`src/ita_pkg.sv`:
```
// Package for the radix text converter: widths, character codes, register map
// and the control bundle between the top level and the digit row.
// No dependencies.
package ita_pkg;

    // Default sizes handed to the top level parameters.
    localparam int VALUE_WIDTH_DEF = 32;
    localparam int MAX_CHARS_DEF   = 32;

    // Radix register.
    localparam int              RADIX_W      = 6;
    localparam logic [RADIX_W-1:0] RADIX_MIN    = 6'd2;
    localparam logic [RADIX_W-1:0] RADIX_MAX    = 6'd36;
    localparam logic [RADIX_W-1:0] RADIX_RESET  = 6'd10;
    localparam logic [RADIX_W-1:0] SIGNED_RADIX = 6'd10;

    // Configuration port geometry and register indexes.
    localparam int PADDR_W = 3;
    localparam int PDATA_W = 32;
    localparam logic REG_RADIX = 1'b0;

    // Character codes.
    localparam int CHAR_W = 7;
    localparam logic [CHAR_W-1:0] ASCII_ZERO  = 7'h30;
    localparam logic [CHAR_W-1:0] ASCII_LOW_A = 7'h61;
    localparam logic [CHAR_W-1:0] ASCII_MINUS = 7'h2d;
    localparam logic [RADIX_W-1:0] DECIMAL_DIGITS = 6'd10;

    // Control handed from the sequencer to the digit row.
    typedef struct packed {
        logic clear;
        logic step;
        logic bit_in;
    } t_chain_ctrl;

    // Clamp a written radix into the supported range.
    function automatic logic [RADIX_W-1:0] clamp_radix(input logic [PDATA_W-1:0] wdata);
        logic [RADIX_W-1:0] v;
        v = wdata[RADIX_W-1:0];
        if (v < RADIX_MIN) begin
            v = RADIX_MIN;
        end else if (v > RADIX_MAX) begin
            v = RADIX_MAX;
        end
        return v;
    endfunction

    // Map a digit value to its lower-case ASCII character.
    function automatic logic [CHAR_W-1:0] digit_char(input logic [RADIX_W-1:0] d);
        logic [CHAR_W-1:0] c;
        if (d < DECIMAL_DIGITS) begin
            c = ASCII_ZERO + {1'b0, d};
        end else begin
            c = ASCII_LOW_A + {1'b0, d - DECIMAL_DIGITS};
        end
        return c;
    endfunction

endpackage

```
`src/ita_if.sv`:
```
// Request channel interfaces for the radix text converter.
// Depends on ita_pkg for the default value width and the character width.
interface ita_in_if #(
    parameter int VALUE_WIDTH = ita_pkg::VALUE_WIDTH_DEF
);
    logic                          valid;
    logic                          ready;
    logic signed [VALUE_WIDTH-1:0] value;

    modport source (output valid, output value, input ready);
    modport sink   (input valid, input value, output ready);
endinterface

interface ita_out_if;
    logic                          valid;
    logic                          ready;
    logic [ita_pkg::CHAR_W-1:0]    character;
    logic                          last_char;

    modport source (output valid, output character, output last_char, input ready);
    modport sink   (input valid, input character, input last_char, output ready);
endinterface

```
`src/ita_digit_cell.sv`:
```
// One digit of the conversion row: holds a digit in the current radix and
// doubles it plus the carry from below each step. Depends on ita_pkg.
module ita_digit_cell (
    input  logic                           i_clk,
    input  logic                           i_clear,
    input  logic                           i_step,
    input  logic                           i_carry,
    input  logic [ita_pkg::RADIX_W-1:0]    i_radix,
    output logic                           o_carry,
    output logic [ita_pkg::RADIX_W-1:0]    o_digit
);

    logic [ita_pkg::RADIX_W-1:0] r_digit;
    logic [ita_pkg::RADIX_W-1:0] n_digit;
    logic [ita_pkg::RADIX_W:0]   w_twice;
    logic [ita_pkg::RADIX_W:0]   w_radix;
    logic [ita_pkg::RADIX_W:0]   w_sum;
    logic [ita_pkg::RADIX_W:0]   w_diff;
    logic                        w_ge_even;
    logic                        w_ge_odd;

    // Carry out is decided locally except for the incoming carry, so the
    // row ripples only through one AND-OR per cell.
    always_comb begin
        w_twice   = {r_digit, 1'b0};
        w_radix   = {1'b0, i_radix};
        w_sum     = {r_digit, i_carry};
        w_ge_even = (w_twice >= w_radix);
        w_ge_odd  = ({r_digit, 1'b1} >= w_radix);
        o_carry   = w_ge_even | (i_carry & w_ge_odd);
        w_diff    = w_sum - w_radix;
        n_digit   = o_carry ? w_diff[ita_pkg::RADIX_W-1:0]
                            : w_sum[ita_pkg::RADIX_W-1:0];
    end

    // Digit register; a clear starts a new value at zero.
    always_ff @(posedge i_clk) begin
        if (i_clear) begin
            r_digit <= '0;
        end else if (i_step) begin
            r_digit <= n_digit;
        end
    end

    assign o_digit = r_digit;

endmodule

```
`src/ita_chain.sv`:
```
// Row of digit cells plus the count of significant digits.
// Depends on ita_pkg and ita_digit_cell.
module ita_chain #(
    parameter int NCELL = ita_pkg::VALUE_WIDTH_DEF,
    localparam int LEN_W = $clog2(NCELL + 1),
    localparam int IDX_W = $clog2(NCELL)
) (
    input  logic                         i_clk,
    input  logic                         i_rst_n,
    input  ita_pkg::t_chain_ctrl         i_ctrl,
    input  logic [ita_pkg::RADIX_W-1:0]  i_radix,
    input  logic [IDX_W-1:0]             i_rd_idx,
    output logic [ita_pkg::RADIX_W-1:0]  o_rd_digit,
    output logic [LEN_W-1:0]             o_len
);

    logic [NCELL:0]                      w_carry;
    logic [ita_pkg::RADIX_W-1:0]         w_digit [NCELL];
    logic [LEN_W-1:0]                    r_len;
    logic [LEN_W-1:0]                    n_len;
    logic [LEN_W-1:0]                    w_top;

    assign w_carry[0] = i_ctrl.bit_in;

    // The row: each cell passes its carry to the next one up.
    for (genvar g = 0; g < NCELL; g++) begin : g_cell
        ita_digit_cell u_cell (
            .i_clk   (i_clk),
            .i_clear (i_ctrl.clear),
            .i_step  (i_ctrl.step),
            .i_carry (w_carry[g]),
            .i_radix (i_radix),
            .o_carry (w_carry[g+1]),
            .o_digit (w_digit[g])
        );
    end

    // Length grows by one when the top significant cell carries out.
    always_comb begin
        w_top = r_len - LEN_W'(1);
        n_len = r_len;
        if (i_ctrl.clear) begin
            n_len = LEN_W'(1);
        end else if (i_ctrl.step && (r_len < LEN_W'(NCELL))) begin
            n_len = r_len + LEN_W'(w_carry[w_top[IDX_W-1:0] + IDX_W'(1)]);
        end
    end

    always_ff @(posedge i_clk) begin
        if (!i_rst_n) begin
            r_len <= LEN_W'(1);
        end else begin
            r_len <= n_len;
        end
    end

    assign o_len      = r_len;
    assign o_rd_digit = w_digit[i_rd_idx];

endmodule

```
`src/integer_to_ascii_radix.sv`:
```
// Top level of the radix text converter: configuration port, sequencer and
// output register. Depends on ita_pkg, ita_if and ita_chain.
//
//   channel   direction  carries                     accepted when
//   i_in      in         value                       valid && ready
//   o_out     out        character, last_char        valid && ready
//   apb       in/out     radix register at address 0 psel && penable && pwrite
//
// A request is loaded, then its VALUE_WIDTH bits pass through the digit row at one
// input bit per cycle, then the characters go out as the sink is ready for them.
// A new request is taken once the last character sits in the output register.
// Reset is synchronous and active low; it sets the radix to ten and idles.
// A stalled sink holds the current character and pauses character output.
module integer_to_ascii_radix #(
    parameter int VALUE_WIDTH = ita_pkg::VALUE_WIDTH_DEF,
    parameter int MAX_CHARS   = ita_pkg::MAX_CHARS_DEF
) (
    input  logic                          i_clk,
    input  logic                          i_rst_n,
    ita_in_if.sink                        i_in,
    ita_out_if.source                     o_out,
    input  logic                          psel,
    input  logic                          penable,
    input  logic                          pwrite,
    input  logic [ita_pkg::PADDR_W-1:0]   paddr,
    input  logic [ita_pkg::PDATA_W-1:0]   pwdata,
    output logic [ita_pkg::PDATA_W-1:0]   prdata,
    output logic                          pready
);

    localparam int LEN_W  = $clog2(VALUE_WIDTH + 1);
    localparam int IDX_W  = $clog2(VALUE_WIDTH);
    localparam int BIT_W  = $clog2(VALUE_WIDTH);
    localparam int EMIT_W = $clog2(MAX_CHARS + 1);

    typedef enum logic [1:0] {
        S_IDLE,
        S_CONV,
        S_EMIT
    } t_state;

    t_state                         r_state,      n_state;
    logic [ita_pkg::RADIX_W-1:0]    r_radix,      n_radix;
    logic [VALUE_WIDTH-1:0]         r_mag,        n_mag;
    logic [BIT_W-1:0]               r_bit_cnt,    n_bit_cnt;
    logic                           r_sign,       n_sign;
    logic [LEN_W-1:0]               r_dig_cnt,    n_dig_cnt;
    logic [EMIT_W-1:0]              r_emit_cnt,   n_emit_cnt;
    logic                           r_out_valid,  n_out_valid;
    logic [ita_pkg::CHAR_W-1:0]     r_out_char,   n_out_char;
    logic                           r_out_last,   n_out_last;

    ita_pkg::t_chain_ctrl           w_ctrl;
    logic [LEN_W-1:0]               w_len;
    logic [LEN_W-1:0]               w_idx;
    logic [ita_pkg::RADIX_W-1:0]    w_digit;
    logic                           w_in_take;
    logic                           w_load;
    logic                           w_last;
    logic                           w_neg;
    logic                           w_cfg_wr;

    // Digit row.
    ita_chain #(
        .NCELL (VALUE_WIDTH)
    ) u_chain (
        .i_clk      (i_clk),
        .i_rst_n    (i_rst_n),
        .i_ctrl     (w_ctrl),
        .i_radix    (r_radix),
        .i_rd_idx   (w_idx[IDX_W-1:0]),
        .o_rd_digit (w_digit),
        .o_len      (w_len)
    );

    // Configuration port: single radix register, no wait states.
    assign pready   = 1'b1;
    assign w_cfg_wr = psel && penable && pwrite && (paddr[2] == ita_pkg::REG_RADIX);
    assign prdata   = {{(ita_pkg::PDATA_W - ita_pkg::RADIX_W){1'b0}}, r_radix};

    // Handshake and row control.
    assign i_in.ready = (r_state == S_IDLE);
    assign w_in_take  = i_in.valid && i_in.ready;
    assign w_load     = (r_state == S_EMIT) && (!r_out_valid || o_out.ready);
    assign w_neg      = (r_radix == ita_pkg::SIGNED_RADIX) && i_in.value[VALUE_WIDTH-1];
    assign w_idx      = w_len - LEN_W'(1) - r_dig_cnt;

    always_comb begin
        w_ctrl.clear  = w_in_take;
        w_ctrl.step   = (r_state == S_CONV);
        w_ctrl.bit_in = r_mag[VALUE_WIDTH-1];
    end

    // Last character: end of the digits or the character limit.
    assign w_last = (!r_sign && (r_dig_cnt + LEN_W'(1) == w_len)) ||
                    (r_emit_cnt == EMIT_W'(MAX_CHARS - 1));

    // Sequencer next state.
    always_comb begin
        n_state     = r_state;
        n_radix     = r_radix;
        n_mag       = r_mag;
        n_bit_cnt   = r_bit_cnt;
        n_sign      = r_sign;
        n_dig_cnt   = r_dig_cnt;
        n_emit_cnt  = r_emit_cnt;
        n_out_valid = r_out_valid;
        n_out_char  = r_out_char;
        n_out_last  = r_out_last;

        if (w_cfg_wr) begin
            n_radix = ita_pkg::clamp_radix(pwdata);
        end
        if (r_out_valid && o_out.ready) begin
            n_out_valid = 1'b0;
        end

        case (r_state)
            S_IDLE: begin
                if (w_in_take) begin
                    n_sign     = w_neg;
                    n_mag      = w_neg ? (~i_in.value + VALUE_WIDTH'(1)) : i_in.value;
                    n_bit_cnt  = '0;
                    n_dig_cnt  = '0;
                    n_emit_cnt = '0;
                    n_state    = S_CONV;
                end
            end
            S_CONV: begin
                n_mag     = {r_mag[VALUE_WIDTH-2:0], 1'b0};
                n_bit_cnt = r_bit_cnt + BIT_W'(1);
                if (r_bit_cnt == BIT_W'(VALUE_WIDTH - 1)) begin
                    n_state = S_EMIT;
                end
            end
            S_EMIT: begin
                if (w_load) begin
                    n_out_valid = 1'b1;
                    n_out_last  = w_last;
                    n_emit_cnt  = r_emit_cnt + EMIT_W'(1);
                    if (r_sign) begin
                        n_out_char = ita_pkg::ASCII_MINUS;
                        n_sign     = 1'b0;
                    end else begin
                        n_out_char = ita_pkg::digit_char(w_digit);
                        n_dig_cnt  = r_dig_cnt + LEN_W'(1);
                    end
                    if (w_last) begin
                        n_state = S_IDLE;
                    end
                end
            end
            default: begin
                n_state = S_IDLE;
            end
        endcase
    end

    // State and registered outputs.
    always_ff @(posedge i_clk) begin
        if (!i_rst_n) begin
            r_state     <= S_IDLE;
            r_radix     <= ita_pkg::RADIX_RESET;
            r_out_valid <= 1'b0;
            r_sign      <= 1'b0;
            r_bit_cnt   <= '0;
            r_dig_cnt   <= '0;
            r_emit_cnt  <= '0;
        end else begin
            r_state     <= n_state;
            r_radix     <= n_radix;
            r_out_valid <= n_out_valid;
            r_sign      <= n_sign;
            r_bit_cnt   <= n_bit_cnt;
            r_dig_cnt   <= n_dig_cnt;
            r_emit_cnt  <= n_emit_cnt;
        end
        r_mag      <= n_mag;
        r_out_char <= n_out_char;
        r_out_last <= n_out_last;
    end

    assign o_out.valid     = r_out_valid;
    assign o_out.character = r_out_char;
    assign o_out.last_char = r_out_last;

    // The stored radix never leaves the supported range.
    a_radix_range: assert property (@(posedge i_clk) disable iff (!i_rst_n)
        (r_radix >= ita_pkg::RADIX_MIN) && (r_radix <= ita_pkg::RADIX_MAX))
        else $error("radix register out of range");

    // An accepted request always starts the bit conversion.
    a_take_starts: assert property (@(posedge i_clk) disable iff (!i_rst_n)
        w_in_take |=> (r_state == S_CONV) && (r_bit_cnt == '0))
        else $error("accepted request did not start conversion");

    // Digits emitted never pass the significant digit count.
    a_digit_bound: assert property (@(posedge i_clk) disable iff (!i_rst_n)
        (r_state == S_EMIT) |-> (r_dig_cnt < w_len))
        else $error("digit index beyond significant digits");

    // A last character is followed by a return to idle.
    a_last_idle: assert property (@(posedge i_clk) disable iff (!i_rst_n)
        (w_load && w_last) |=> (r_state == S_IDLE) && r_out_valid && r_out_last)
        else $error("final character did not end the request");

endmodule

```
`src/flat_wrapper.sv`:
```
// flat-port wrapper written by rule: the top's interface ports become plain ports
module integer_to_ascii_radix_flat 
#(
    parameter int VALUE_WIDTH = ita_pkg::VALUE_WIDTH_DEF,
    parameter int MAX_CHARS   = ita_pkg::MAX_CHARS_DEF
)
  (i_clk, i_rst_n, psel, penable, pwrite, paddr, pwdata, prdata, pready, i_in_valid, i_in_value, i_in_ready, o_out_valid, o_out_character, o_out_last_char, o_out_ready);
  ita_in_if #(.VALUE_WIDTH(VALUE_WIDTH)) i_in_i ();
  ita_out_if o_out_i ();
  input  logic i_clk;
  input  logic i_rst_n;
  input  logic psel;
  input  logic penable;
  input  logic pwrite;
  input  logic [ita_pkg::PADDR_W-1:0] paddr;
  input  logic [ita_pkg::PDATA_W-1:0] pwdata;
  output logic [ita_pkg::PDATA_W-1:0] prdata;
  output logic pready;
  input wire logic [$bits(i_in_i.valid)-1:0] i_in_valid;
  input wire logic [$bits(i_in_i.value)-1:0] i_in_value;
  output wire logic [$bits(i_in_i.ready)-1:0] i_in_ready;
  output wire logic [$bits(o_out_i.valid)-1:0] o_out_valid;
  output wire logic [$bits(o_out_i.character)-1:0] o_out_character;
  output wire logic [$bits(o_out_i.last_char)-1:0] o_out_last_char;
  input wire logic [$bits(o_out_i.ready)-1:0] o_out_ready;
  assign i_in_i.valid = i_in_valid;
  assign i_in_i.value = i_in_value;
  assign i_in_ready = i_in_i.ready;
  assign o_out_valid = o_out_i.valid;
  assign o_out_character = o_out_i.character;
  assign o_out_last_char = o_out_i.last_char;
  assign o_out_i.ready = o_out_ready;
  integer_to_ascii_radix #(.VALUE_WIDTH(VALUE_WIDTH), .MAX_CHARS(MAX_CHARS)) u_core (.i_clk(i_clk), .i_rst_n(i_rst_n), .i_in(i_in_i), .o_out(o_out_i), .psel(psel), .penable(penable), .pwrite(pwrite), .paddr(paddr), .pwdata(pwdata), .prdata(prdata), .pready(pready));
endmodule
```
`config.mk`:
```
export PLATFORM = sky130hd
export DESIGN_NAME = integer_to_ascii_radix_flat
export DESIGN_NICKNAME = d
export VERILOG_FILES = /design/src/ita_pkg.sv /design/src/ita_if.sv /design/src/ita_digit_cell.sv /design/src/ita_chain.sv /design/src/integer_to_ascii_radix.sv /design/src/flat_wrapper.sv
export SDC_FILE = /design/constraint.sdc
export NUM_CORES = 1
export LEC_CHECK = 0
export BUFFER_PORTS_ARGS = -buffer_cell sky130_fd_sc_hd__buf_2
export CORE_MARGIN = 2
export CORE_UTILIZATION = 30
export CTS_CLUSTER_SIZE = 30
export DETAILED_ROUTE_END_ITERATION = 7
export PLACE_DENSITY = 0.44
export SLEW_MARGIN = 20
export SYNTH_ARGS = -nofsm -noshare
export SYNTH_HDL_FRONTEND = slang
export SYNTH_SLANG_ARGS = --single-unit
```
`constraint.sdc`:
```
create_clock -name i_clk -period 13.7 [get_ports i_clk]
set_input_delay 2.74 -clock i_clk [delete_from_list [all_inputs] [get_ports i_clk]]
set_output_delay 2.74 -clock i_clk [all_outputs]
set_load 0.01 [all_outputs]
```
---- Yosys cells after proc, flatten, opt, wreduce, memory -nomap -nowiden ----
Index checks and enable logic that the tools add are counted.
cells by class
  add/subtract/negate cells ............... 43
  $lt $le $gt $ge ......................... 70
  equal/unequal tests ..................... 11
  muxes and demuxes ....................... 62
  bitwise operators ....................... 68
  reduce and logical (&&, ||, !) cells .... 22
operator list
  operator                 count
  $ge A7 B6 Y1             64
  $mux W6                  40
  $sub A6 B6 Y6            32
  $mux W32                 2
  $pmux W32 S2             1
  $add A32 B2 Y32 const B  1
  $and A1 B1 Y1            32
  $not A32 Y32             1
  $or A1 B1 Y1             32
  $bmux W6 S5              1
  $pmux W6 S2              2
  $add A6 B1 Y6 const B    2
  $add A5 B1 Y5 const B    2
  $pmux W5 S2              1
  $logic_and A1 B1 Y1      9
  $mux W2                  4
  $reduce_and A4 Y1        2
  $add A6 B6 Y7 const A    1
  $add A7 B6 Y7 const A    1
  $lt A5 B7 Y1 const B     1
  $mux W7                  1
  $add A6 B1 Y6            1
  $eq A6 B4 Y1 const B     1
  $eq A6 B5 Y1 const B     1
  28 further kinds         41
storage, ports and cells
  flip-flop bits (word level) ............. 265
  input port bits ......................... 74
  output and inout bits ................... 43

---- Longest topological paths before layout ----
Gate-level depths: netlist of run 1.
  word-level depth ........................ 66
  depth in mapped cells ................... 22
  gate-level depth less buffers ........... 22

---- Hierarchy ----
Synthesis of run 1 repeated with hierarchy kept, for this count alone.
second synthesis, totals
  cell total of the unflattened synthesis .. 3426
  area total of the unflattened synthesis .. 27348.7 um^2
modules (own cells, without submodules)
  module                                                  instances  cells each  area each (um^2)  sequential area each (um^2)
  ita_digit_cell at u_core.u_chain.g_cell[0].u_cell ...   26         87          653.1             120.1
  integer_to_ascii_radix                                  1          491         4334.2            1741.7
  ita_digit_cell at u_core.u_chain.g_cell[30].u_cell ...  6          88          664.4             120.1
  ita_chain                                               1          145         2047.0            120.1

---- Worst setup path before layout of run 1 ----
No wires, ideal clock.
  path type ............................... reg-to-reg
  from .................................... register u_core.r_radix[1] (netlist bit)
  to ...................................... register u_core.u_chain.g_cell[20].u_cell.r_digit (netlist bit u_core.u_chain.g_cell[20].u_cell.o_digit[5])
  library setup time ...................... 0.129 ns
  arrival time ............................ 7.615 ns
  path slack .............................. 5.957 ns
  cell stages (with the launch flop) ...... 23
  clock period less this slack ............ 7.743 ns
  path through ............................ dfxtp_1 > inv_1 > ha_1 > nand3b_1 > a21oi_1 > a2111oi_4 > nand2_1 > o311ai_4 > nand3_2 > o21a_1 > buf_2 > a21oi_2 > buf_2 > ha_1 > inv_1 > a21oi_1 > o21ai_0 > a21o_1 > a21oi_1 > xor2_1 > nor2_1 > a21oi_1 > o21ai_0
on the way
  longest elaborated chain between the ends .. 44
  elaborated cells between the ends (all ways) .. 86
ends and longest elaborated chain
  what                                                                   RTL line                       source
  start, declared                                                        integer_to_ascii_radix.sv:43   logic [ita_pkg::RADIX_W-1:0] r_radix, n_radix;
  start signal, assigned                                                 integer_to_ascii_radix.sv:163  r_radix <= ita_pkg::RADIX_RESET;
  start signal, assigned                                                 integer_to_ascii_radix.sv:171  r_radix <= n_radix;
  parallel branches: the longest is 43 deep, another holds $ge A7 B6 Y1  --
  $mux W6 *                                                              ita_digit_cell.sv:32           n_digit = o_carry ? w_diff[ita_pkg::RADIX_W-1:0]
  end signal, assigned                                                   ita_digit_cell.sv:41           r_digit <= n_digit;
  end, declared                                                          ita_digit_cell.sv:13           logic [ita_pkg::RADIX_W-1:0] r_digit;
Mark *: on every way between the ends.
A chain may end at the register's enable or synchronous reset.

---- Final worst setup path of run 1 ----
  from .................................... register u_core.r_radix[4] (netlist bit)
  to ...................................... register u_core.u_chain.g_cell[31].u_cell.r_digit (netlist bit u_core.u_chain.g_cell[31].u_cell.o_digit[5])
on the way
  longest elaborated chain between the ends .. 66
  elaborated cells between the ends (all ways) .. 130
ends and longest elaborated chain
  what                                                                   RTL line
  parallel branches: the longest is 65 deep, another holds $ge A7 B6 Y1  --
  $mux W6 *                                                              ita_digit_cell.sv:32
  end signal, assigned                                                   ita_digit_cell.sv:41
  end, declared                                                          ita_digit_cell.sv:13
Marks and branches as above.

==> flow_metrics.py, run 1 <==
metrics = {
    "critical_path": {
        "r2r_slack_ns": 6.88,
        "crit_family": "compound AO/OA/AOI/OAI gates",
        "path_class": "flip-flop to flip-flop",
        "arrival_ns": 7.27,
        "cp-start-kind": "flip-flop",
        "cpMaxStageDelayCell": "a31oi_4",
        "crit_chain": "inv_2, buf_4, ha_1, a21o_1, a211o_1, nor4_2, o311ai_1, a211oi_2, nand4_2, a31oi_4, o21ai_4, a21oi_2, ha_1, nor2b_1, o21ai_0, nand2b_1, a21o_1, a21oi_1, xnor2_1, a221o_1",
        "crit_path_end_kind": "flip-flop",
        "critical_path_peak_fanout": 20,
        "worstPathRequired_ns": 14.15,
        "crit_path_max_incr_delay_ns": 0.68,
        "cp_num_buf_inv": 2,
    },
    "die": {
        "rows": 102,
        "fp.dieH_microns": 283,
        "die_w_microns": 283,
        "initial_utilization": 0.302,
        "die-area_sq_mm": 0.0802,
        "core_area_sq_mm": 0.0773,
        "io_pins": 117,
    },
    "timing": {
        "fin_tns_setup_ns": 0,
        "fmax_mhz": 147,
        "tightest_slew_ns": 1.05,
        "hold_violations": 0,
        "setup_viol": 0,
        "finalCritPeriodShare": 0.498,
        "rsz0062_at_grt": "no",
        "finClkSkew_ns": 0.0303,
        "min_period_ns": 6.82,
        "slew_headroom": 0.296,
        "setup_ws_ns": 6.88,
        "slew_violations": 0,
    },
    "global_routing": {
        "antenna_found_initial": 2,
        "grt_pass1_vias": 19900,
        "grt_start_max_net_pins": 97,
        "groute.usage.overall": 0.184,
        "grt_overflow": 0,
        "grt_pass1_wl_mm": 117,
    },
    "clocking": {
        "clock_latency_ns": 0.58,
        "clock-root-buffer": "clkbuf_16",
        "cts_tree": "yes",
        "cts_resized": 0,
        "post_cts_buffers": 0,
        "htreeDepth": 2,
        "cts_buffers": 38,
        "clk_pin_slew_ns": 0.06,
        "clock_sink_count": 265,
        "cts_hold_buf": 0,
        "cts_buffer_depth": 3,
    },
    "cells_and_area": {
        "syn2layout_area_growth_pct": 10.9,
        "num_antenna_cells": 0,
        "drive_gt1_frac": 0.105,
        "nets": 3124,
        "fin_util": 0.335,
        "fin_cells": 3848,
    },
    "placement": {
        "hpwl_mm": 53.0,
        "numPortBuffers": 61,
        "place_congestion": 0.858,
        "dp.cells": 3778,
        "dp_slack_ns": 6.83,
    },
    "detailed_routing": {
        "wl_per_cell_microns": 19.5,
        "via_per_inst": 5.21,
        "ant_nets": 0,
        "drc": 0,
        "routed_wl_mm": 75.0,
        "vias": 20000,
        "drtIter0Drc": 987,
        "dr.pass1.iters": 5,
    },
    "hold_path": {
        "min_path_type": "flip-flop to flip-flop",
    },
    "logic_synthesis": {
        "ys_warn_count": 0,
        "synthFlopType": "dfxtp_1",
        "synth_top_cell_by_area": "dfxtp_1",
        "syn_area_sq_mm": 0.0234,
        "synth_cells": 2758,
        "netlist.area_leader.share": 0.193,
        "synth_edf_count": 40,
        "seq_area_frac_synth": 0.244,
        "syn_area_per_cell_sq_um": 8.48,
        "ys_ff_latch": 265,
        "synth.most_common_cell": "o21ai_0",
        "synth_common_cells": "328 x o21ai_0, 239 x ha_1, 237 x a21oi_1",
        "synthTopCellsByArea": "dfxtp_1 19%, ha_1 13%, o21ai_0 7.0%",
        "synth_cell_types": 101,
        "postSynth.asyncResetShare": 0,
    },
    "outcome": {
        "status": "complete, no violations",
    },
    "power": {
        "peakVddDrop_v": 0.000102,
        "power.leakage_nw": 11.0,
        "power_density_mw_per_mm2": 227,
        "power_mw": 5.88,
    },
    "run": {
        "maxCapViolations": 0,
    },
}
sequential cells by signal, summed over array words and instances (netlist names):
signal and flops:
u_core.r_sign 1, u_core.u_chain.o_len 6, u_core.o_out.valid 1, u_core.u_chain.g_cell.u_cell.o_digit 192, u_core.r_dig_cnt 6, u_core.r_emit_cnt 6, u_core.o_out.character 7, u_core.r_bit_cnt 5
u_core.r_mag 32, u_core.o_out.last_char 1, u_core.r_radix 6, u_core.r_state 2
logic make-up (layout without fill, tap and decap cells):
kind of cell,count (synthesis),after routing,synth area share
buffers and inverters,303,328,0.0564
other,2,27,0.000321
AO/OA/AOI/OAI,865,865,0.231
multiplexers,151,151,0.0912
adder cells (fa/ha/maj),272,272,0.156
flip-flops,265,265,0.244
AND/OR/NAND/NOR,713,713,0.150
XOR/XNOR,187,187,0.0704
worst paths after layout:
kind | cells past startpoint | end | start
worst max-delay path | 20 | u_core.u_chain.g_cell[31].u_cell.o_digit[5] | u_core.r_radix[4]
worst min-delay path | 2 | u_core.r_bit_cnt[4] | u_core.r_bit_cnt[4]
worst max register to register | 20 | u_core.u_chain.g_cell[31].u_cell.o_digit[5] | u_core.r_radix[4]
worst min register to register | 2 | u_core.r_bit_cnt[4] | u_core.r_bit_cnt[4]
area by class of cell:
type / instances / area, sq um
Fill cell: 8133 / 51400
Multi-Input combinational cell: 2215 / 16500
Sequential cell: 265 / 5710
Tap cell: 1040 / 1300
Clock buffer: 58 / 1140
Inverter: 163 / 612
Timing Repair Buffer: 95 / 561
Clock inverter: 12 / 103
metrics by stage:
step / hold WS, ns / area, sq um
after floorplan: 0.446 / 23500
after global placement: 0.466 / 24700
after detailed placement: 0.483 / 24700
after CTS: 0.491 / 25900
after global routing: 0.514 / 25900
final: 0.489 / 25900
per-layer routing:
metal,GRT usage,up-vias,wire (microns)
met3,0.0269,117,2980
met1,0.239,9604,34500
met2,0.314,331,35300
met4,0.0583,2,2180
li1,-,9989,-
met5,0,-,12
worst reg2reg max path, cell delays in order (launching register included):
cell	delay, ns
dfxtp_1	0.35
inv_2	0.61
buf_4	0.49
ha_1	0.35
a21o_1	0.19
a211o_1	0.32
nor4_2	0.51
o311ai_1	0.20
a211oi_2	0.41
nand4_2	0.35
a31oi_4	0.68
o21ai_4	0.25
a21oi_2	0.60
ha_1	0.32
nor2b_1	0.05
o21ai_0	0.15
nand2b_1	0.11
a21o_1	0.18
a21oi_1	0.16
xnor2_1	0.09
a221o_1	0.32
power by group:
| group | internal, mW | switching (mW) | total (mW) | leakage [nW] |
|---|---|---|---|---|
| Sequential | 1.06 | 0.294 | 1.35 | 2.24 |
| Combinational | 1.49 | 2.04 | 3.53 | 8.17 |
| Clock | 0.593 | 0.406 | 0.998 | 0.610 |
| Total | 3.13 | 2.74 | 5.88 | 11.0 |
cells in the final DEF, fill, tap and decap left out, types with 9 or more instances in the layout:
master and instances:
clkbuf_8 9, nor2_1 154, mux2i_1 87, clkbuf_1 10, and2_1 10, nand3b_1 14
dfxtp_1 223, clkbuf_16 39, buf_4 34, a211o_1 19, nor3_1 20, o21a_1 10
and3_1 9, o211ai_1 20, a21o_1 90, a31oi_1 10, nor2b_1 34, nand2b_1 29
conb_1 27, or2_2 10, a211oi_1 11, buf_2 61, xor2_1 97, o21ai_0 328
mux4_2 48, xnor2_1 89, a21boi_0 14, inv_1 154, nand2_1 234, nand4b_1 30
mux2_2 16, a21oi_1 237, o21ai_1 13, ha_1 238, edfxtp_1 40, a221o_1 11
nand3_1 120, fa_1 32
Note: power is estimated with default switching activity, not from simulation.
==> run 2, diff against run 1 <==
--- a/config.mk
+++ b/config.mk
@@ -5,12 +5,13 @@
 export SDC_FILE = /design/constraint.sdc
 export NUM_CORES = 1
 export LEC_CHECK = 0
+export ABC_AREA = 1
 export BUFFER_PORTS_ARGS = -buffer_cell sky130_fd_sc_hd__buf_2
 export CORE_MARGIN = 2
 export CORE_UTILIZATION = 30
 export CTS_CLUSTER_SIZE = 30
 export DETAILED_ROUTE_END_ITERATION = 7
-export PLACE_DENSITY = 0.44
+export PLACE_DENSITY = 0.46
 export SLEW_MARGIN = 20
 export SYNTH_ARGS = -nofsm -noshare
 export SYNTH_HDL_FRONTEND = slang
==> constraint.sdc (replaced) <==
create_clock -name i_clk -period 5.9 [get_ports i_clk]
set_input_delay 1.18 -clock i_clk [delete_from_list [all_inputs] [get_ports i_clk]]
set_output_delay 1.18 -clock i_clk [all_outputs]
set_load 0.01 [all_outputs]
==> run 2 against run 1 <==
  * Global-route usage increased by 0.60 points
  * Final cell count up 9.8%
  * Flip-flop and latch count unchanged
  * Count of clock-buffer cells in the layout down 3
  * Sequential power is 120% higher
  * Critical path depth grew 21
  * Power grew 130%
  * Die area decreased by 4.4%
  * Critical endpoint is now u_core.u_chain.o_len[2]
==> flow_metrics.py, run 2 <==
metrics = {
    "timing": {
        "finClkSkew_ns": 0.0228,
        "hold_violations": 0,
        "min_period_ns": 5.78,
        "fmax_mhz": 173,
        "rsz0062_at_grt": "yes",
        "setup_viol": 0,
        "tightest_slew_ns": 1.08,
        "slew_violations": 0,
        "fin_tns_setup_ns": 0,
        "finalCritPeriodShare": 0.979,
        "slew_headroom": 0.265,
    },
    "global_routing": {
        "grt_pass1_vias": 20500,
        "grt_start_max_net_pins": 76,
        "grt_pass1_wl_mm": 116,
        "antenna_found_initial": 1,
        "grt_overflow": 0,
        "groute.usage.overall": 0.190,
    },
    "logic_synthesis": {
        "ys_ff_latch": 265,
        "syn_area_per_cell_sq_um": 7.19,
        "seq_area_frac_synth": 0.256,
        "synth_common_cells": "547 x o21ai_0, 510 x nand2_1, 367 x a21oi_1",
        "synth_top_cell_by_area": "dfxtp_1",
        "postSynth.asyncResetShare": 0,
        "synth_cell_types": 64,
        "ys_warn_count": 0,
        "syn_area_sq_mm": 0.0223,
        "synth.most_common_cell": "o21ai_0",
        "netlist.area_leader.share": 0.202,
        "synthTopCellsByArea": "dfxtp_1 20%, ha_1 13%, o21ai_0 12%",
        "synth_edf_count": 40,
        "synth_cells": 3105,
        "synthFlopType": "dfxtp_1",
    },
    "die": {
        "initial_utilization": 0.301,
        "fp.dieH_microns": 277,
        "die_w_microns": 277,
        "rows": 100,
        "io_pins": 117,
        "core_area_sq_mm": 0.0741,
        "die-area_sq_mm": 0.0766,
    },
    "hold_path": {
        "min_path_type": "flip-flop to flip-flop",
    },
    "power": {
        "p_sw_mw": 6.49,
        "sequentialPowerShare": 0.221,
        "power.leakage_nw": 11.6,
        "switching_share": 0.479,
        "combPwrFrac": 0.610,
        "power_density_mw_per_mm2": 515,
        "p_clk_frac": 0.169,
        "peakVddDrop_v": 0.000192,
        "power_report.internal_total_mw": 7.06,
    },
    "placement": {
        "hpwl_mm": 51.5,
        "numPortBuffers": 61,
        "dp.cells": 4108,
        "place_congestion": 0.850,
    },
    "cells_and_area": {
        "syn2layout_area_growth_pct": 17.9,
        "largest_reg_flops": 192,
        "fin_cells": 4226,
        "drive_gt1_frac": 0.129,
        "layout_commonest_cell": "o21ai_0",
        "num_antenna_cells": 0,
        "nets": 3575,
        "final_cell_mix": "534 x o21ai_0, 501 x nand2_1, 356 x a21oi_1",
    },
    "detailed_routing": {
        "via_per_inst": 4.98,
        "drc": 0,
        "ant_nets": 0,
        "routed_wl_mm": 74.2,
        "drtIter0Drc": 1398,
        "dr.pass1.iters": 5,
        "wl_per_cell_microns": 17.6,
        "vias": 21100,
    },
    "critical_path": {
        "crit_path_max_incr_delay_ns": 0.34,
        "cp-start-kind": "flip-flop",
        "cpMaxStageDelayCell": "dfxtp_2",
        "worstPathRequired_ns": 6.38,
        "critical_path_peak_fanout": 7,
        "crit_path_end_kind": "flip-flop",
        "path_class": "flip-flop to flip-flop",
        "arrival_ns": 6.26,
        "path_common_cell": "buf_4",
    },
    "clocking": {
        "cts_tree": "yes",
        "cts_buffer_depth": 3,
        "clock_latency_ns": 0.57,
        "clk_pin_slew_ns": 0.06,
        "htreeDepth": 2,
        "clock-root-buffer": "clkbuf_16",
        "clock_sink_count": 265,
        "cts_buffers": 37,
    },
    "outcome": {
        "status": "complete, no violations",
    },
    "run": {
        "maxCapViolations": 0,
    },
}
[run 2: what timing repair did]
action | in CTS | in global routing
setup buffers | 30 | 20
resized for setup | 39 | 85
pin swaps | 8 | 43
setup endpoints to repair | 8 | 25
hold buffers | 0 | 0
[run 2: stage by stage]
stage / hold WS [ns] / setup WS, ns / power, mW / cell area, sq um / util
floorplan: 0.434 / -0.647 / 8.27 / 22500 / -
global placement: 0.455 / -0.192 / 10.5 / 24100 / 0.326
detailed placement: 0.460 / -0.230 / 10.5 / 24100 / 0.326
CTS: 0.468 / -0.00351 / 13.2 / 25800 / 0.348
global route: 0.500 / -0.184 / 14.9 / 26300 / 0.355
finish: 0.466 / 0.124 / 13.5 / 26300 / 0.355
[run 2: kinds of logic (layout without fill, tap and decap cells)]
| kind of cell | Yosys count | count (layout) | synth area share |
|---|---|---|---|
| fa+ha+maj | 272 | 272 | 0.164 |
| xor+xnor | 172 | 172 | 0.0675 |
| flops | 265 | 265 | 0.256 |
| mux | 16 | 16 | 0.00807 |
| compound gates | 1051 | 1051 | 0.252 |
| buf+inv | 471 | 598 | 0.0888 |
| other cells | 2 | 27 | 0.000336 |
| simple gates | 856 | 856 | 0.165 |
[run 2: final timing paths]
check                                           from                 endpoint  slack, ns  depth (start not counted)
worst max-delay path               u_core.r_radix[2]  u_core.u_chain.o_len[2]       0.12                         41
worst min-delay path            u_core.r_emit_cnt[4]     u_core.r_emit_cnt[4]       0.47                          2
worst max register to register     u_core.r_radix[2]  u_core.u_chain.o_len[2]       0.12                         41
worst min register to register  u_core.r_emit_cnt[4]     u_core.r_emit_cnt[4]       0.47                          2
[run 2: layout make-up]
type | count | area, sq um
timing repair buffer | 210 | 1540
tap | 969 | 1210
clock inverter | 12 | 114
fill | 7947 | 47800
inverter | 321 | 1230
sequential | 265 | 5720
multi-input combinational | 2394 | 15400
clock buffer | 55 | 1090
[run 2: power groups by stage]
| stage | combinational (mW) | sequential [mW] | clock, mW |
|---|---|---|---|
| after detailed placement | 7.45 | 3.00 | 0 |
| after CTS | 7.86 | 2.98 | 2.37 |
| after global placement | 7.48 | 3.01 | 0 |
| after global routing | 9.35 | 3.08 | 2.43 |
| after floorplan | 5.44 | 2.83 | 0 |
| final | 8.26 | 3.00 | 2.29 |
[run 2: critical path, delay by kind of cell, from the launching register on]
family                     cells  cell delay (ns)
buffers and inverters         25             3.17
DFF                            1             0.34
AOI/OAI and AO/OA              6             0.93
and+or+nand+nor                7             0.66
adders and majority gates      3             0.59
[run 2: per-layer routing]
| metal | GRT usage | wire, microns |
|---|---|---|
| met1 | 0.254 | 35400 |
| met2 | 0.324 | 34700 |
| met3 | 0.0232 | 2510 |
| met4 | 0.0499 | 1610 |
| met5 | 0 | 13 |
==> run 3, diff against run 2 <==
--- a/config.mk
+++ b/config.mk
@@ -9,8 +9,10 @@
 export BUFFER_PORTS_ARGS = -buffer_cell sky130_fd_sc_hd__buf_2
 export CORE_MARGIN = 2
 export CORE_UTILIZATION = 30
+export CTS_BUF_LIST = sky130_fd_sc_hd__clkbuf_8 sky130_fd_sc_hd__clkbuf_16
 export CTS_CLUSTER_SIZE = 30
 export DETAILED_ROUTE_END_ITERATION = 7
+export GPL_ROUTABILITY_DRIVEN = 0
 export PLACE_DENSITY = 0.46
 export SLEW_MARGIN = 20
 export SYNTH_ARGS = -nofsm -noshare
==> run 3 against run 2 <==
  * Die area stayed put
  * Power hardly changed
  * Final area stayed put
  * Worst hold slack hardly changed
  * Critical path depth stayed put
  * Flip-flop and latch count stayed put
  * Fmax is 0.37% higher
  * Routed wire length hardly changed
  * Count of clock-buffer cells in the layout is 11 lower
  * Critical path type unchanged
  * Largest cell class unchanged
  * Highest routed layer unchanged
==> flow_metrics.py, run 3 (synthesized netlist as in run 2, its figures left out) <==
metrics = {
    "outcome": {
        "status": "complete, no violations",
    },
    "detailed_routing": {
        "ant_nets": 0,
        "wl_per_cell_microns": 17.6,
        "via_per_inst": 4.99,
        "drc": 0,
        "routed_wl_mm": 74.3,
        "dr.pass1.iters": 5,
        "vias": 21100,
        "drtIter0Drc": 1306,
    },
    "critical_path": {
        "critical_path_peak_fanout": 7,
        "crit_path_end_kind": "flip-flop",
        "arrival_ns": 6.23,
        "cp_num_buf_inv": 25,
        "cpMaxStageDelayCell": "dfxtp_2",
        "path_class": "flip-flop to flip-flop",
        "crit_path_max_incr_delay_ns": 0.34,
        "crit_family": "buffers and inverters",
        "path_common_cell": "buf_4",
        "cp-start-kind": "flip-flop",
        "worstPathRequired_ns": 6.38,
    },
    "power": {
        "p_clk_frac": 0.168,
        "peakVddDrop_v": 0.000192,
        "power.leakage_nw": 11.7,
        "switching_share": 0.480,
        "power_report.internal_total_mw": 7.04,
        "power_mw": 13.5,
        "power_density_mw_per_mm2": 514,
        "sequentialPowerShare": 0.221,
        "p_sw_mw": 6.50,
        "combPwrFrac": 0.610,
    },
    "cells_and_area": {
        "nets": 3575,
        "fin_util": 0.355,
        "postLayoutCellArea_sq_mm": 0.0263,
        "drive_gt1_frac": 0.129,
        "syn2layout_area_growth_pct": 17.9,
        "final_cell_mix": "534 x o21ai_0, 501 x nand2_1, 356 x a21oi_1",
        "num_antenna_cells": 0,
        "layout_commonest_cell": "o21ai_0",
        "fillers": 7947,
        "largest_reg_flops": 192,
    },
    "placement": {
        "hpwl_mm": 51.5,
        "dp_slack_ns": -0.230,
        "post_dp_cell_area_sq_mm": 0.0241,
        "numPortBuffers": 61,
    },
    "timing": {
        "fmax_mhz": 174,
        "min_period_ns": 5.75,
        "finClkSkew_ns": 0.0221,
        "slew_headroom": 0.268,
        "rsz0062_at_grt": "yes",
        "slew_violations": 0,
        "setup_ws_ns": 0.145,
        "setup_viol": 0,
        "tightest_slew_ns": 1.07,
        "fin_tns_setup_ns": 0,
        "finalCritPeriodShare": 0.975,
        "hold_violations": 0,
    },
    "clocking": {
        "htreeDepth": 2,
        "cts_buffers": 37,
        "cts_tree": "yes",
        "cts_hold_buf": 0,
        "clk_pin_slew_ns": 0.06,
        "clock_latency_ns": 0.57,
        "clock-root-buffer": "clkbuf_16",
        "clock_sink_count": 265,
        "cts_buffer_depth": 3,
    },
    "run": {
        "maxCapViolations": 0,
    },
    "global_routing": {
        "grt_pass1_wl_mm": 116,
        "groute.usage.overall": 0.190,
        "grt_pass1_vias": 20500,
        "grt_start_max_net_pins": 76,
        "antenna_found_initial": 1,
        "grt_overflow": 0,
    },
    "die": {
        "die_w_microns": 277,
        "die-area_sq_mm": 0.0766,
        "fp.dieH_microns": 277,
        "io_pins": 117,
        "rows": 100,
        "core_area_sq_mm": 0.0741,
        "initial_utilization": 0.301,
    },
    "hold_path": {
        "min_path_type": "flip-flop to flip-flop",
    },
}
[run 3: cell count changes in the layout (fill, tap and decap cells not counted)]
cell / delta
clkbuf_1: -11
inv_1: +11
[run 3: final timing paths]
check,end,cells after the start,startpoint,slack (ns)
max,u_core.u_chain.o_len[2],41,u_core.r_radix[2],0.15
min,u_core.r_emit_cnt[4],2,u_core.r_emit_cnt[4],0.47
max reg2reg,u_core.u_chain.o_len[2],41,u_core.r_radix[2],0.15
min reg2reg,u_core.r_emit_cnt[4],2,u_core.r_emit_cnt[4],0.47
[run 3: final cells by class]
class                           count  area, sq um  area share
Tap cell                          969         1210      0.0461
Multi-Input combinational cell   2394        15400       0.586
Inverter                          321         1230      0.0469
Sequential cell                   265         5720       0.217
Timing Repair Buffer              210         1540      0.0586
Clock inverter                     23          155     0.00590
Clock buffer                       44         1040      0.0397
[run 3: worst min-delay path: cells and delay by family (launching register included)]
kind	cells	cell delay (ns)
AO/OA/AOI/OAI	1	0.05
buffers and inverters	1	0.05
flip-flops	1	0.32
[run 3: stage by stage]
step | hold slack (ns) | instances
floorplan | 0.434 | 3130
global placement | 0.455 | 4108
detailed placement | 0.460 | 4108
CTS | 0.468 | 4205
global route | 0.500 | 4226
finish | 0.466 | 4226
[run 3: power groups by stage]
| stage | combinational (mW) | sequential (mW) | clock, mW |
|---|---|---|---|
| finish | 8.26 | 3.00 | 2.28 |
| global route | 9.35 | 3.08 | 2.42 |
| CTS | 7.86 | 2.98 | 2.35 |
| detailed placement | 7.45 | 3.00 | 0 |
| global placement | 7.48 | 3.01 | 0 |
| floorplan | 5.44 | 2.83 | 0 |
[run 3: metal layers]
| layer | track usage | vias to the layer above | share of wire |
|---|---|---|---|
| li1 | - | 10800 | - |
| met1 | 0.254 | 9783 | 0.48 |
| met2 | 0.324 | 358 | 0.47 |
| met3 | 0.0232 | 94 | 0.035 |
| met4 | 0.0499 | 2 | 0.023 |
| met5 | 0 | - | 0.00018 |
[run 3: what timing repair did]
action,4_1_cts,5_1_grt
setup buffers,30,20
pin swaps,8,43
gates resized for setup,39,85
endpoints found under the hold margin,0,0
setup endpoints to repair,8,24
